File: src/rtl/core/dq_pkg.sv
// ============================================================================
// dq_pkg - shared definitions for the double-ended queue
// Request and status codes, controller states and default sizes.
// ============================================================================
`default_nettype none

package dq_pkg;

  // Default number of stored words.
  localparam int DEPTH_DEFAULT = 16;

  // Word width of stored items.
  localparam int WORD_W = 32;

  // Width of the occupancy field for the default depth.
  localparam int OCC_W = $clog2(DEPTH_DEFAULT + 1);

  // Request codes. Code 7 is unused and ignored.
  typedef enum logic [2:0] {
    REQ_PUSH_HEAD = 3'd0,
    REQ_PUSH_TAIL = 3'd1,
    REQ_POP_HEAD  = 3'd2,
    REQ_POP_TAIL  = 3'd3,
    REQ_WALK_FWD  = 3'd4,
    REQ_WALK_REV  = 3'd5,
    REQ_CLEAR     = 3'd6
  } req_t;

  // Result status codes.
  typedef enum logic [1:0] {
    ST_OK    = 2'd0,
    ST_EMPTY = 2'd1,
    ST_FULL  = 2'd2
  } status_t;

  // Controller states.
  typedef enum logic [1:0] {
    S_IDLE,
    S_POP,
    S_WALK
  } state_t;

endpackage

`default_nettype wire

File: src/rtl/core/dq_req_if.sv
// ============================================================================
// dq_req_if - request channel of the double-ended queue
// Carries the request code and the word to push, with valid and ready.
// ============================================================================
`default_nettype none

interface dq_req_if;

  logic                              valid;
  logic                              ready;
  logic [2:0]                        req_type;
  logic signed [dq_pkg::WORD_W-1:0]  item;

  modport source (output valid, output req_type, output item, input ready);
  modport sink   (input valid, input req_type, input item, output ready);

endinterface

`default_nettype wire

File: src/rtl/core/dq_rsp_if.sv
// ============================================================================
// dq_rsp_if - result channel of the double-ended queue
// Carries the result word, status, last flag and occupancy, with valid and ready.
// ============================================================================
`default_nettype none

interface dq_rsp_if #(
  parameter int CW = dq_pkg::OCC_W
);

  logic                              valid;
  logic                              ready;
  logic signed [dq_pkg::WORD_W-1:0]  value;
  logic [1:0]                        status;
  logic                              last;
  logic [CW-1:0]                     occupancy;

  modport source (output valid, output value, output status, output last,
                  output occupancy, input ready);
  modport sink   (input valid, input value, input status, input last,
                  input occupancy, output ready);

endinterface

`default_nettype wire

File: src/rtl/core/double_ended_queue.sv
// ============================================================================
// double_ended_queue - bounded deque of signed 32-bit words
// Circular word memory addressed by a head pointer and an occupancy count.
// ============================================================================
// The queue holds up to DEPTH signed words in a single synchronous memory with
// a registered read port. Each request transaction yields one result
// transaction, except a walk, which yields one result per stored word with
// last set on the final one, and the unused request code 7, which yields
// nothing. Push and clear finish in the cycle they are accepted, so these
// requests can be accepted every cycle while the result side keeps up. A pop
// first reads the memory, then loads the result. A walk makes one memory
// read per word, issued in the same cycle as the previous word is loaded
// into the output register. Pops and walks of an empty queue answer in the
// cycle they are accepted, with status empty. A push to a full queue is
// dropped and answered with status full and the pushed word echoed. The
// output register decouples the two sides: a new request is taken in the
// same cycle as a waiting result leaves. The rsp interface must be
// instantiated with CW = $clog2(DEPTH + 1).
// ============================================================================
`default_nettype none

module double_ended_queue #(
  parameter int DEPTH = dq_pkg::DEPTH_DEFAULT
) (
  input  wire        clk,
  input  wire        rst,
  dq_req_if.sink     req,
  dq_rsp_if.source   rsp
);

  localparam int IW = $clog2(DEPTH);
  localparam int CW = $clog2(DEPTH + 1);
  localparam int WW = dq_pkg::WORD_W;

  // Depth as sized constants for pointer and count arithmetic.
  localparam logic [IW:0]   DEPTH_S = (IW + 1)'(DEPTH);
  localparam logic [CW-1:0] DEPTH_C = CW'(DEPTH);
  localparam logic [IW-1:0] LAST_IX = IW'(DEPTH - 1);

  // --------------------------------------------------------------------------
  // Control state
  // --------------------------------------------------------------------------
  dq_pkg::state_t state, state_next;
  logic [IW-1:0]  head, head_next;
  logic [CW-1:0]  count, count_next;
  logic [CW-1:0]  walk_idx, walk_idx_next;
  logic           walk_rev, walk_rev_next;

  // Output register.
  logic                 out_valid;
  logic signed [WW-1:0] out_value;
  logic [1:0]           out_status;
  logic                 out_last;
  logic [CW-1:0]        out_occ;

  // Memory ports.
  logic signed [WW-1:0] mem [DEPTH];
  logic                 wr_en;
  logic [IW-1:0]        wr_addr;
  logic signed [WW-1:0] wr_data;
  logic                 rd_en;
  logic [IW-1:0]        rd_addr;
  logic signed [WW-1:0] rd_data;

  // Output load controls.
  logic                 load;
  logic signed [WW-1:0] ld_value;
  dq_pkg::status_t      ld_status;
  logic                 ld_last;

  logic          out_free;
  logic          full;
  logic          empty;
  logic [IW-1:0] head_dec;
  logic [IW-1:0] head_inc;
  logic [IW-1:0] tail_slot;
  logic [IW-1:0] after_tail;
  logic          walk_is_last;
  logic [CW-1:0] walk_nxt;
  logic [CW-1:0] walk_off;

  // Physical slot of a logical offset from the head. Both operands are below
  // DEPTH, so one conditional subtract wraps the sum.
  function automatic logic [IW-1:0] slot(input logic [IW-1:0] h,
                                         input logic [IW-1:0] off);
    logic [IW:0] sum;
    sum = {1'b0, h} + {1'b0, off};
    if (sum >= DEPTH_S) begin
      sum = sum - DEPTH_S;
    end
    return sum[IW-1:0];
  endfunction

  // The output register can take a new result when it is empty or its
  // current result leaves in this cycle.
  assign out_free  = !out_valid || rsp.ready;
  assign req.ready = (state == dq_pkg::S_IDLE) && out_free;

  assign full  = (count == DEPTH_C);
  assign empty = (count == '0);

  assign head_dec   = (head == '0) ? LAST_IX : head - IW'(1);
  assign head_inc   = (head == LAST_IX) ? '0 : head + IW'(1);
  assign after_tail = slot(head, count[IW-1:0]);
  assign tail_slot  = slot(head, IW'(count - CW'(1)));

  // Walk bookkeeping: walk_idx counts results already loaded.
  assign walk_is_last = (walk_idx == count - CW'(1));
  assign walk_nxt     = walk_idx + CW'(1);
  assign walk_off     = walk_rev ? (count - CW'(1) - walk_nxt) : walk_nxt;

  // --------------------------------------------------------------------------
  // Next state and outputs
  // --------------------------------------------------------------------------
  always_comb begin
    state_next    = state;
    head_next     = head;
    count_next    = count;
    walk_idx_next = walk_idx;
    walk_rev_next = walk_rev;
    wr_en         = 1'b0;
    wr_addr       = head;
    wr_data       = req.item;
    rd_en         = 1'b0;
    rd_addr       = head;
    load          = 1'b0;
    ld_value      = '0;
    ld_status     = dq_pkg::ST_OK;
    ld_last       = 1'b1;

    case (state)
      dq_pkg::S_IDLE: begin
        if (req.valid && out_free) begin
          case (req.req_type)
            dq_pkg::REQ_PUSH_HEAD, dq_pkg::REQ_PUSH_TAIL: begin
              load     = 1'b1;
              ld_value = req.item;
              if (full) begin
                ld_status = dq_pkg::ST_FULL;
              end else begin
                wr_en      = 1'b1;
                count_next = count + CW'(1);
                if (req.req_type == dq_pkg::REQ_PUSH_HEAD) begin
                  head_next = head_dec;
                  wr_addr   = head_dec;
                end else begin
                  wr_addr = after_tail;
                end
              end
            end
            dq_pkg::REQ_POP_HEAD, dq_pkg::REQ_POP_TAIL: begin
              if (empty) begin
                load      = 1'b1;
                ld_status = dq_pkg::ST_EMPTY;
              end else begin
                rd_en      = 1'b1;
                count_next = count - CW'(1);
                state_next = dq_pkg::S_POP;
                if (req.req_type == dq_pkg::REQ_POP_HEAD) begin
                  rd_addr   = head;
                  head_next = head_inc;
                end else begin
                  rd_addr = tail_slot;
                end
              end
            end
            dq_pkg::REQ_WALK_FWD, dq_pkg::REQ_WALK_REV: begin
              if (empty) begin
                load      = 1'b1;
                ld_status = dq_pkg::ST_EMPTY;
              end else begin
                rd_en         = 1'b1;
                walk_idx_next = '0;
                walk_rev_next = (req.req_type == dq_pkg::REQ_WALK_REV);
                rd_addr       = (req.req_type == dq_pkg::REQ_WALK_REV) ? tail_slot : head;
                state_next    = dq_pkg::S_WALK;
              end
            end
            dq_pkg::REQ_CLEAR: begin
              load       = 1'b1;
              head_next  = '0;
              count_next = '0;
            end
            default: begin
              // Unused code: accepted and ignored.
            end
          endcase
        end
      end
      dq_pkg::S_POP: begin
        // Read data arrived; the pointers were already updated on accept.
        if (out_free) begin
          load       = 1'b1;
          ld_value   = rd_data;
          state_next = dq_pkg::S_IDLE;
        end
      end
      dq_pkg::S_WALK: begin
        // Load the word held in the read register and fetch the next one at once.
        if (out_free) begin
          load     = 1'b1;
          ld_value = rd_data;
          ld_last  = walk_is_last;
          if (walk_is_last) begin
            state_next = dq_pkg::S_IDLE;
          end else begin
            walk_idx_next = walk_nxt;
            rd_en         = 1'b1;
            rd_addr       = slot(head, walk_off[IW-1:0]);
          end
        end
      end
      default: begin
        state_next = dq_pkg::S_IDLE;
      end
    endcase
  end

  // --------------------------------------------------------------------------
  // Registers
  // --------------------------------------------------------------------------
  always_ff @(posedge clk) begin
    if (rst) begin
      state    <= dq_pkg::S_IDLE;
      head     <= '0;
      count    <= '0;
      walk_idx <= '0;
      walk_rev <= 1'b0;
    end else begin
      state    <= state_next;
      head     <= head_next;
      count    <= count_next;
      walk_idx <= walk_idx_next;
      walk_rev <= walk_rev_next;
    end
  end

  always_ff @(posedge clk) begin
    if (rst) begin
      out_valid <= 1'b0;
    end else if (load) begin
      out_valid <= 1'b1;
    end else if (rsp.ready) begin
      out_valid <= 1'b0;
    end
  end

  // The occupancy reported is the count after the request takes effect.
  always_ff @(posedge clk) begin
    if (load) begin
      out_value  <= ld_value;
      out_status <= ld_status;
      out_last   <= ld_last;
      out_occ    <= count_next;
    end
  end

  // Word memory. The read register holds its data until the next read, so a
  // stalled result side loses nothing.
  always_ff @(posedge clk) begin
    if (wr_en) begin
      mem[wr_addr] <= wr_data;
    end
  end

  always_ff @(posedge clk) begin
    if (rd_en) begin
      rd_data <= mem[rd_addr];
    end
  end

  assign rsp.valid     = out_valid;
  assign rsp.value     = out_value;
  assign rsp.status    = out_status;
  assign rsp.last      = out_last;
  assign rsp.occupancy = out_occ;

  // --------------------------------------------------------------------------
  // Assertions
  // --------------------------------------------------------------------------
  a_count_bound: assert property (@(posedge clk) disable iff (rst)
    count <= DEPTH_C)
    else $error("occupancy count exceeds depth");

  a_push_grows: assert property (@(posedge clk) disable iff (rst)
    (req.valid && req.ready && !full &&
     (req.req_type == dq_pkg::REQ_PUSH_HEAD || req.req_type == dq_pkg::REQ_PUSH_TAIL))
    |=> (count == $past(count) + CW'(1)) && out_valid)
    else $error("accepted push did not add a word and a result");

  a_pop_shrinks: assert property (@(posedge clk) disable iff (rst)
    (req.valid && req.ready && !empty &&
     (req.req_type == dq_pkg::REQ_POP_HEAD || req.req_type == dq_pkg::REQ_POP_TAIL))
    |=> (count == $past(count) - CW'(1)) && (state == dq_pkg::S_POP))
    else $error("accepted pop did not remove a word");

endmodule

`default_nettype wire
File: src/flat_wrapper.sv
// flat-port wrapper written by rule: the top's interface ports become plain ports
module double_ended_queue_flat 
#(
  parameter int DEPTH = dq_pkg::DEPTH_DEFAULT
)
  (clk, rst, req_valid, req_req_type, req_item, req_ready, rsp_valid, rsp_value, rsp_status, rsp_last, rsp_occupancy, rsp_ready);
  dq_req_if req_i ();
  dq_rsp_if rsp_i ();
  input  wire clk;
  input  wire rst;
  input wire logic [$bits(req_i.valid)-1:0] req_valid;
  input wire logic [$bits(req_i.req_type)-1:0] req_req_type;
  input wire logic [$bits(req_i.item)-1:0] req_item;
  output wire logic [$bits(req_i.ready)-1:0] req_ready;
  output wire logic [$bits(rsp_i.valid)-1:0] rsp_valid;
  output wire logic [$bits(rsp_i.value)-1:0] rsp_value;
  output wire logic [$bits(rsp_i.status)-1:0] rsp_status;
  output wire logic [$bits(rsp_i.last)-1:0] rsp_last;
  output wire logic [$bits(rsp_i.occupancy)-1:0] rsp_occupancy;
  input wire logic [$bits(rsp_i.ready)-1:0] rsp_ready;
  assign req_i.valid = req_valid;
  assign req_i.req_type = req_req_type;
  assign req_i.item = req_item;
  assign req_ready = req_i.ready;
  assign rsp_valid = rsp_i.valid;
  assign rsp_value = rsp_i.value;
  assign rsp_status = rsp_i.status;
  assign rsp_last = rsp_i.last;
  assign rsp_occupancy = rsp_i.occupancy;
  assign rsp_i.ready = rsp_ready;
  double_ended_queue #(.DEPTH(DEPTH)) u_core (.clk(clk), .rst(rst), .req(req_i), .rsp(rsp_i));
endmodule
File: config.mk
export PLATFORM = sky130hd
export DESIGN_NAME = double_ended_queue_flat
export DESIGN_NICKNAME = d
export VERILOG_FILES = /design/src/rtl/core/dq_pkg.sv /design/src/rtl/core/dq_req_if.sv /design/src/rtl/core/dq_rsp_if.sv /design/src/rtl/core/double_ended_queue.sv /design/src/flat_wrapper.sv
export SDC_FILE = /design/constraint.sdc
export NUM_CORES = 1
export LEC_CHECK = 0
export BUFFER_PORTS_ARGS = -buffer_cell sky130_fd_sc_hd__buf_2
export CAP_MARGIN = 20
export CELL_PAD_IN_SITES_DETAIL_PLACEMENT = 0
export CELL_PAD_IN_SITES_GLOBAL_PLACEMENT = 1
export CORE_MARGIN = 3
export CORE_UTILIZATION = 37
export DETAILED_ROUTE_END_ITERATION = 8
export PLACE_DENSITY_LB_ADDON = 0.1
export SLEW_MARGIN = 20
export SYNTH_ARGS = -nofsm -noshare
export SYNTH_HDL_FRONTEND = slang
export SYNTH_SLANG_ARGS = --single-unit
File: constraint.sdc
create_clock -name clk -period 6.5 [get_ports clk]
set_input_delay 0 -clock clk [delete_from_list [all_inputs] [get_ports clk]]
set_output_delay 0 -clock clk [all_outputs]
set_load 0.01 [all_outputs]
==> After elaboration in Yosys (flattened, before gate mapping) <==
Memories as Yosys holds them, arrays and structs flattened. A register that Yosys moved wholly into a read port is not among the register bits.
Cells that the tools add are included.
{ "totals": {"register_bits": 58, "ram_bits": 512, "in_bits": 39, "out_inout_bits": 42, "elab_cells": 145, "n_memories": 1} }
{ "memory_table": {"columns": ["memory", "words", "width", "rd", "rd_ports_with_merged_regs", "write_ports", "line_no", "rtl"], "rows": [
  ["u_core.mem", 16, 32, 1, 1, 1, "double_ended_queue.sv:57", "logic signed [WW-1:0] mem [DEPTH];"]
]} }
{ "classes": {"n_addsub": 12, "n_lt_le_gt_ge": 3, "n_eq_ne": 25, "n_mux": 70, "n_bitwise": 1, "reduce_logical": 23} }
{ "op_table": {"columns": ["cell", "n"], "rows": [
  ["32-bit two-way mux", 3],
  ["4-bit two-way mux", 22],
  ["32-bit case mux with 2 select lines", 1],
  ["5-bit two-way mux", 9],
  ["1-bit two-way mux", 17],
  ["4-bit case mux with 2 select lines", 2],
  ["4-bit by 1-bit subtractor with 4-bit output, second input constant", 4],
  ["4-bit by 4-bit adder with 5-bit output", 3],
  ["5-bit greater-or-equal comparator, second input constant", 3],
  ["5-bit case mux with 3 select lines", 1],
  ["2-bit two-way mux", 7],
  ["7-bit AND reduction", 2],
  ["2-bit != test, second input constant", 6],
  ["4-bit case mux with 3 select lines", 1],
  ["5-bit by 1-bit adder with 5-bit output, second input constant", 2],
  ["2-bit by 1-bit != test with 1-bit output, second input constant", 5],
  ["5-bit case mux with 2 select lines", 1],
  ["3-bit equality test, second input constant", 3],
  ["3-bit != test, second input constant", 3],
  ["2-bit case mux with 2 select lines", 2],
  ["2-bit OR reduction", 4],
  ["3-bit by 2-bit equality test with 1-bit output, second input constant", 2],
  ["1-bit case mux with 2 select lines", 3],
  ["2-bit case mux with 3 select lines", 1],
  ["other kinds (24)", 27]
]} }

==> Depth between registers and ports, before layout <==
{ "depth": {"word_depth": 9, "mapped_depth": 16, "depth_no_buf": 15} }

==> Worst setup path before layout <==
OpenSTA, ideal clock, no wires.
{ "synth_path": {"kind": "register -> register", "startpoint": "reg u_core.state[0]", "endpoint": "mem u_core.mem[4][0] (netlist name) (enable)", "setup_time_ns": 0.421, "t_arrival_ns": 3.446, "required_time_ns": 6.079, "setup_slack_ns": 2.633, "path_stages_with_launch": 11, "n_path_buf": 1, "cell_sequence": "dfxtp_1 -> inv_1 -> ha_1 -> clkbuf_1 -> nand3_1 -> nor3_1 -> nand2_1 -> nor2_1 -> o22a_1 -> nand2_1 -> nor2_1"} }
{ "synth_via": {"elab_chain_cells": 4, "elab_cells_between_ends": 5, "classes_between": "4 x mux; 1 x reduce/logical"} }
{ "synth_rtl": {"columns": ["element", "line_no", "rtl"], "rows": [
  ["start, declared", "double_ended_queue.sv:43", "dq_pkg::state_t state, state_next;"],
  ["start signal, assigned", "double_ended_queue.sv:224", "state <= dq_pkg::S_IDLE;"],
  ["start signal, assigned", "double_ended_queue.sv:230", "state <= state_next;"],
  ["2-bit logical NOT *", "double_ended_queue.sv:131", "case (state)"],
  ["1-bit two-way mux", "double_ended_queue.sv:131", null],
  ["1-bit two-way mux", "double_ended_queue.sv:261", "if (wr_en) begin"],
  ["1-bit two-way mux (implied by the code)", "double_ended_queue.sv:262", "mem[wr_addr] <= wr_data;"],
  ["end, declared", "double_ended_queue.sv:57", null]
]} }
Mark *: on every way between the ends. The rest lies on a longest branch, timed or not.

==> Final worst setup path <==
{ "layout_path": {"startpoint": "reg u_core.count[0]", "endpoint": "reg u_core.rd_data[4], read port of u_core.mem, data pin"} }
{ "layout_via": {"elab_chain_cells": 9, "elab_cells_between_ends": 28, "classes_between": "6 x add/sub; 2 x order compare; 1 x eq/ne; 18 x mux; 1 x reduce/logical"} }
{ "layout_rtl": {"columns": ["element", "line_no", "rtl"], "rows": [
  ["start, declared", "double_ended_queue.sv:45", "logic [CW-1:0] count, count_next;"],
  ["start signal, assigned", "double_ended_queue.sv:232", "count <= count_next;"],
  ["5-bit by 1-bit subtractor with 5-bit output", "double_ended_queue.sv:105, double_ended_queue.sv:110", null],
  ["4-bit subtractor / 4-bit by 4-bit adder with 5-bit output (equally long branches)", "double_ended_queue.sv:110, double_ended_queue.sv:87", null],
  ["4-bit two-way mux, or another cell as far along", "double_ended_queue.sv:110", "assign walk_off = walk_rev ? (count - CW'(1) - walk_nxt) : walk_nxt;"],
  ["4-bit by 4-bit adder with 5-bit output / 4-bit two-way mux (equally long branches)", "double_ended_queue.sv:87, double_ended_queue.sv:88", null],
  ["4-bit by 1-bit subtractor with 4-bit output, or another cell as far along", "double_ended_queue.sv:89", "sum = sum - DEPTH_S;"],
  ["4-bit two-way mux (on tied branches)", "double_ended_queue.sv:88, double_ended_queue.sv:152, double_ended_queue.sv:168", null],
  ["4-bit two-way mux / 4-bit case mux with 2 select lines (equally long branches)", "double_ended_queue.sv:204, double_ended_queue.sv:134", null],
  ["4-bit two-way mux (on tied branches)", "double_ended_queue.sv:200, double_ended_queue.sv:133", null],
  ["4-bit case mux with 2 select lines", "double_ended_queue.sv:131", null],
  ["end, declared", "double_ended_queue.sv:63", "logic signed [WW-1:0] rd_data;"]
]} }
Several ways; a longest one is shown, not always the timed one.
A chain may end at the register's enable or synchronous reset.

==> results.cfg <==
[logic_synthesis]
synth_edf_count = 584
synth_common_cells = edfxtp_1, nand2_1, a21oi_1, nor2_1, nand3_1
syn_nets = 1822
async_reset_ff_frac = 0
syn_avg_cell_area_um2 = 14.2
ys_warn_count = 0
synth_top_cell_by_area = edfxtp_1
synthCells = 1757
synth.area.top_cells = edfxtp_1, a21oi_1, nand2_1, a221o_1, o2111ai_1
ys_types = 68
synth_seq_cells = 602
synth_area_um2 = 24900
yosysMostFrequentCell = edfxtp_1
synth_top_area_frac = 0.704
synth_seq_area_share = 0.719
ys.flop_type = edfxtp_1

[placement]
dp_hpwl_um = 37200
placed_cell_area_um2 = 26300
gp_congestion = 0.781
numPortBuffers = 80
place_ws_ps = 1550
placed_cells = 2614

[floorplan]
coreArea_um2 = 66200
die_x_um = 265
num_io_pins = 81
die-height_um = 265
initial_core_util = 0.376
rows = 94
dieArea_um2 = 70400

[worst_setup_path]
required_ps = 6810
startpoint_type = flip-flop
cp_num_cells = 13
crit_family = compound AO/OA/AOI/OAI gates
path_cells = inv_1 > ha_1 > xor2_1 > ha_1 > and3b_1 > or3b_2 > mux2_1 > xnor2_1 > a21oi_1 > o211ai_4 > buf_4 > a221o_1 > o2111ai_1
end_kind = flip-flop
slowest_delay_ps = 870
cpMostUsedCell = ha_1
crit_type = reg2reg
worstReg2RegEnd = u_core.rd_data[4]
worstPathMaxFanout = 18
regToRegSetupSlack_ps = 1570
slowest_stage = o211ai_4
r2r_cells = 13
r2r_start = u_core.count[0]
cp.arrival_ps = 5240
crit_buf_inv = 2

[sta]
maxSlewHeadroom = 0.277
finalCritPeriodShare = 0.758
worstMarginPinSlew_ps = 1080
maxSlewViolCount = 0
setup_viol = 0
hold_viol_final = 0
tns_ps = 0
setup_ws_ps = 1570
rsz0062_at_grt = no
fin_worst_skew_ps = 16.7
max_freq_mhz = 203
hold_ws_ps = 345
min_period_ps = 4930

[drt]
viasPerCell = 5.63
routed_wl_um = 71100
first_pass_iters = 5
avgRoutedWirePerCell_um = 25.6
vias = 15600
drc_errors = 0
drt_iter0_markers = 1324
ant_nets = 0

[hold_path]
hp-class = in2reg
min_delay_path_depth = 2
min-delay-start = req_item[20]
min_to = u_core.mem[5][20]

[power]
total_power_mw = 8.75
p_per_area_nw_per_um2 = 304
p_leak_nw = 9.15
ir_worst_vdd_mv = 0.201

[global_routing]
busiest_layer = met2
use_met2 = 0.318
grt_pass1_vias = 15300
grt_overflow = 0
grt_max_degree = 136
grt_util_all_layers = 0.200
antenna_found_initial = 0
grt_util_met3 = 0.0393
met1_usage = 0.284
grt_pass1_wl_um = 104000

[finish]
num-fill-cells = 6014
sequential_cell_area_um2 = 17900
multi_input_area_um2 = 6510
syn_to_final_growth_pct = 15.8
fin_area_um2 = 28800
fin_cells = 2777
layout.nets = 1926
antenna_cells = 0
fin_util = 0.435
drive_gt1_frac = 0.137

[job]
drv_cap = 0

[status]
status = complete, no violations

[cts]
cts_sinks = 602
cts-resized-gates = 0
cts_made_buffers = 68
cts_tree = done
clock-root-buffer = clkbuf_16
clock_path_buffers = 3
clock_latency_ps = 600
htree_levels = 3
clk_pin_slew_ps = 60
routing by layer:
metal / up-vias / share of wire / wire (µm)
met5: - / 0 / 0
met4: 0 / 0.021 / 1500
met3: 108 / 0.057 / 4050
met2: 455 / 0.47 / 33100
met1: 8010 / 0.46 / 32500
li1: 7053 / - / -
logic make-up (layout without fill, tap and decap cells):
kind of cell,count (synthesis),count (layout),share of synthesized area
simple gates,424,424,0.0748
fa+ha+maj,26,26,0.0143
flops,602,602,0.719
mux,40,40,0.0180
buf+inv,146,302,0.0280
compound gates,494,494,0.137
xor+xnor,25,25,0.00879
worst register-to-register path: cells and delay by family, from the launching register on:
family | cells | cell delay [ps]
xor+xnor | 2 | 520
mux | 1 | 320
fa+ha+maj | 2 | 640
flops | 1 | 550
compound gates | 4 | 1360
buf+inv | 2 | 630
simple gates | 2 | 660
power breakdown:
part | leakage (nW) | switching (mW) | internal (mW)
clock network | 1.01 | 1.51 | 2.13
registers | 5.43 | 0.0205 | 4.34
logic | 2.70 | 0.519 | 0.236
registers in the layout, indices dropped and copies added, names as in the netlist:
register and cells:
u_core.rsp.last 1, u_core.rsp.status 2, u_core.walk_idx 5, u_core.rsp.value 32, u_core.walk_rev 1, u_core.head 4, u_core.rd_data 32, u_core.rsp.valid 1
u_core.mem 512, u_core.count 5, u_core.state 2, u_core.rsp.occupancy 5
placed cells by master, fill, tap and decap left out, types with 4 or more instances in the layout:
cell type / count
edfxtp_1: 584
nand2_1: 224
a21oi_1: 212
buf_2: 80
nand3_1: 71
clkbuf_16: 71
a221o_1: 64
o2111ai_1: 64
nor2_1: 63
dlygate4sd3_1: 41
o21ai_0: 40
buf_4: 37
a22oi_1: 35
a22o_1: 35
clkbuf_1: 25
mux2_1: 22
ha_1: 21
nor2_4: 18
dfxtp_1: 18
inv_1: 17
xnor2_1: 14
clkinv_1: 14
mux2_2: 12
xor2_1: 11
nand2b_1: 7
nor3_1: 6
mux2i_1: 5
nor2b_1: 5
and3_1: 5
a31oi_1: 5
o31ai_1: 5
clkinv_2: 5
buf_12: 5
o211ai_1: 4
a21o_1: 4
o22ai_1: 4
fa_1: 4
what timing repair did:
| item | CTS | global route |
|---|---|---|
| hold endpoints to repair | 543 | 0 |
| setup buffers | 0 | 0 |
| hold buffers | 41 | 0 |
worst max path at each step:
stage | end | startpoint | slack (ps)
after floorplan | u_core.mem[4][0] | u_core.state[0] | 2630
after global placement | u_core.rd_data[3] | u_core.count[0] | 1670
after detailed placement | u_core.rd_data[4] | u_core.count[0] | 1550
after CTS | u_core.rd_data[4] | u_core.count[0] | 1520
after global routing | u_core.rd_data[19] | u_core.count[0] | 1260
final | u_core.rd_data[4] | u_core.count[0] | 1570
cell type report:
cell class	count	area share
clock buffer	96	0.0649
clock inverter	26	0.00742
inverter	17	0.00221
multi-input combinational	1009	0.226
sequential	602	0.621
tap	864	0.0375
timing repair buffer	163	0.0412
Power figures use the tool's default switching activity.
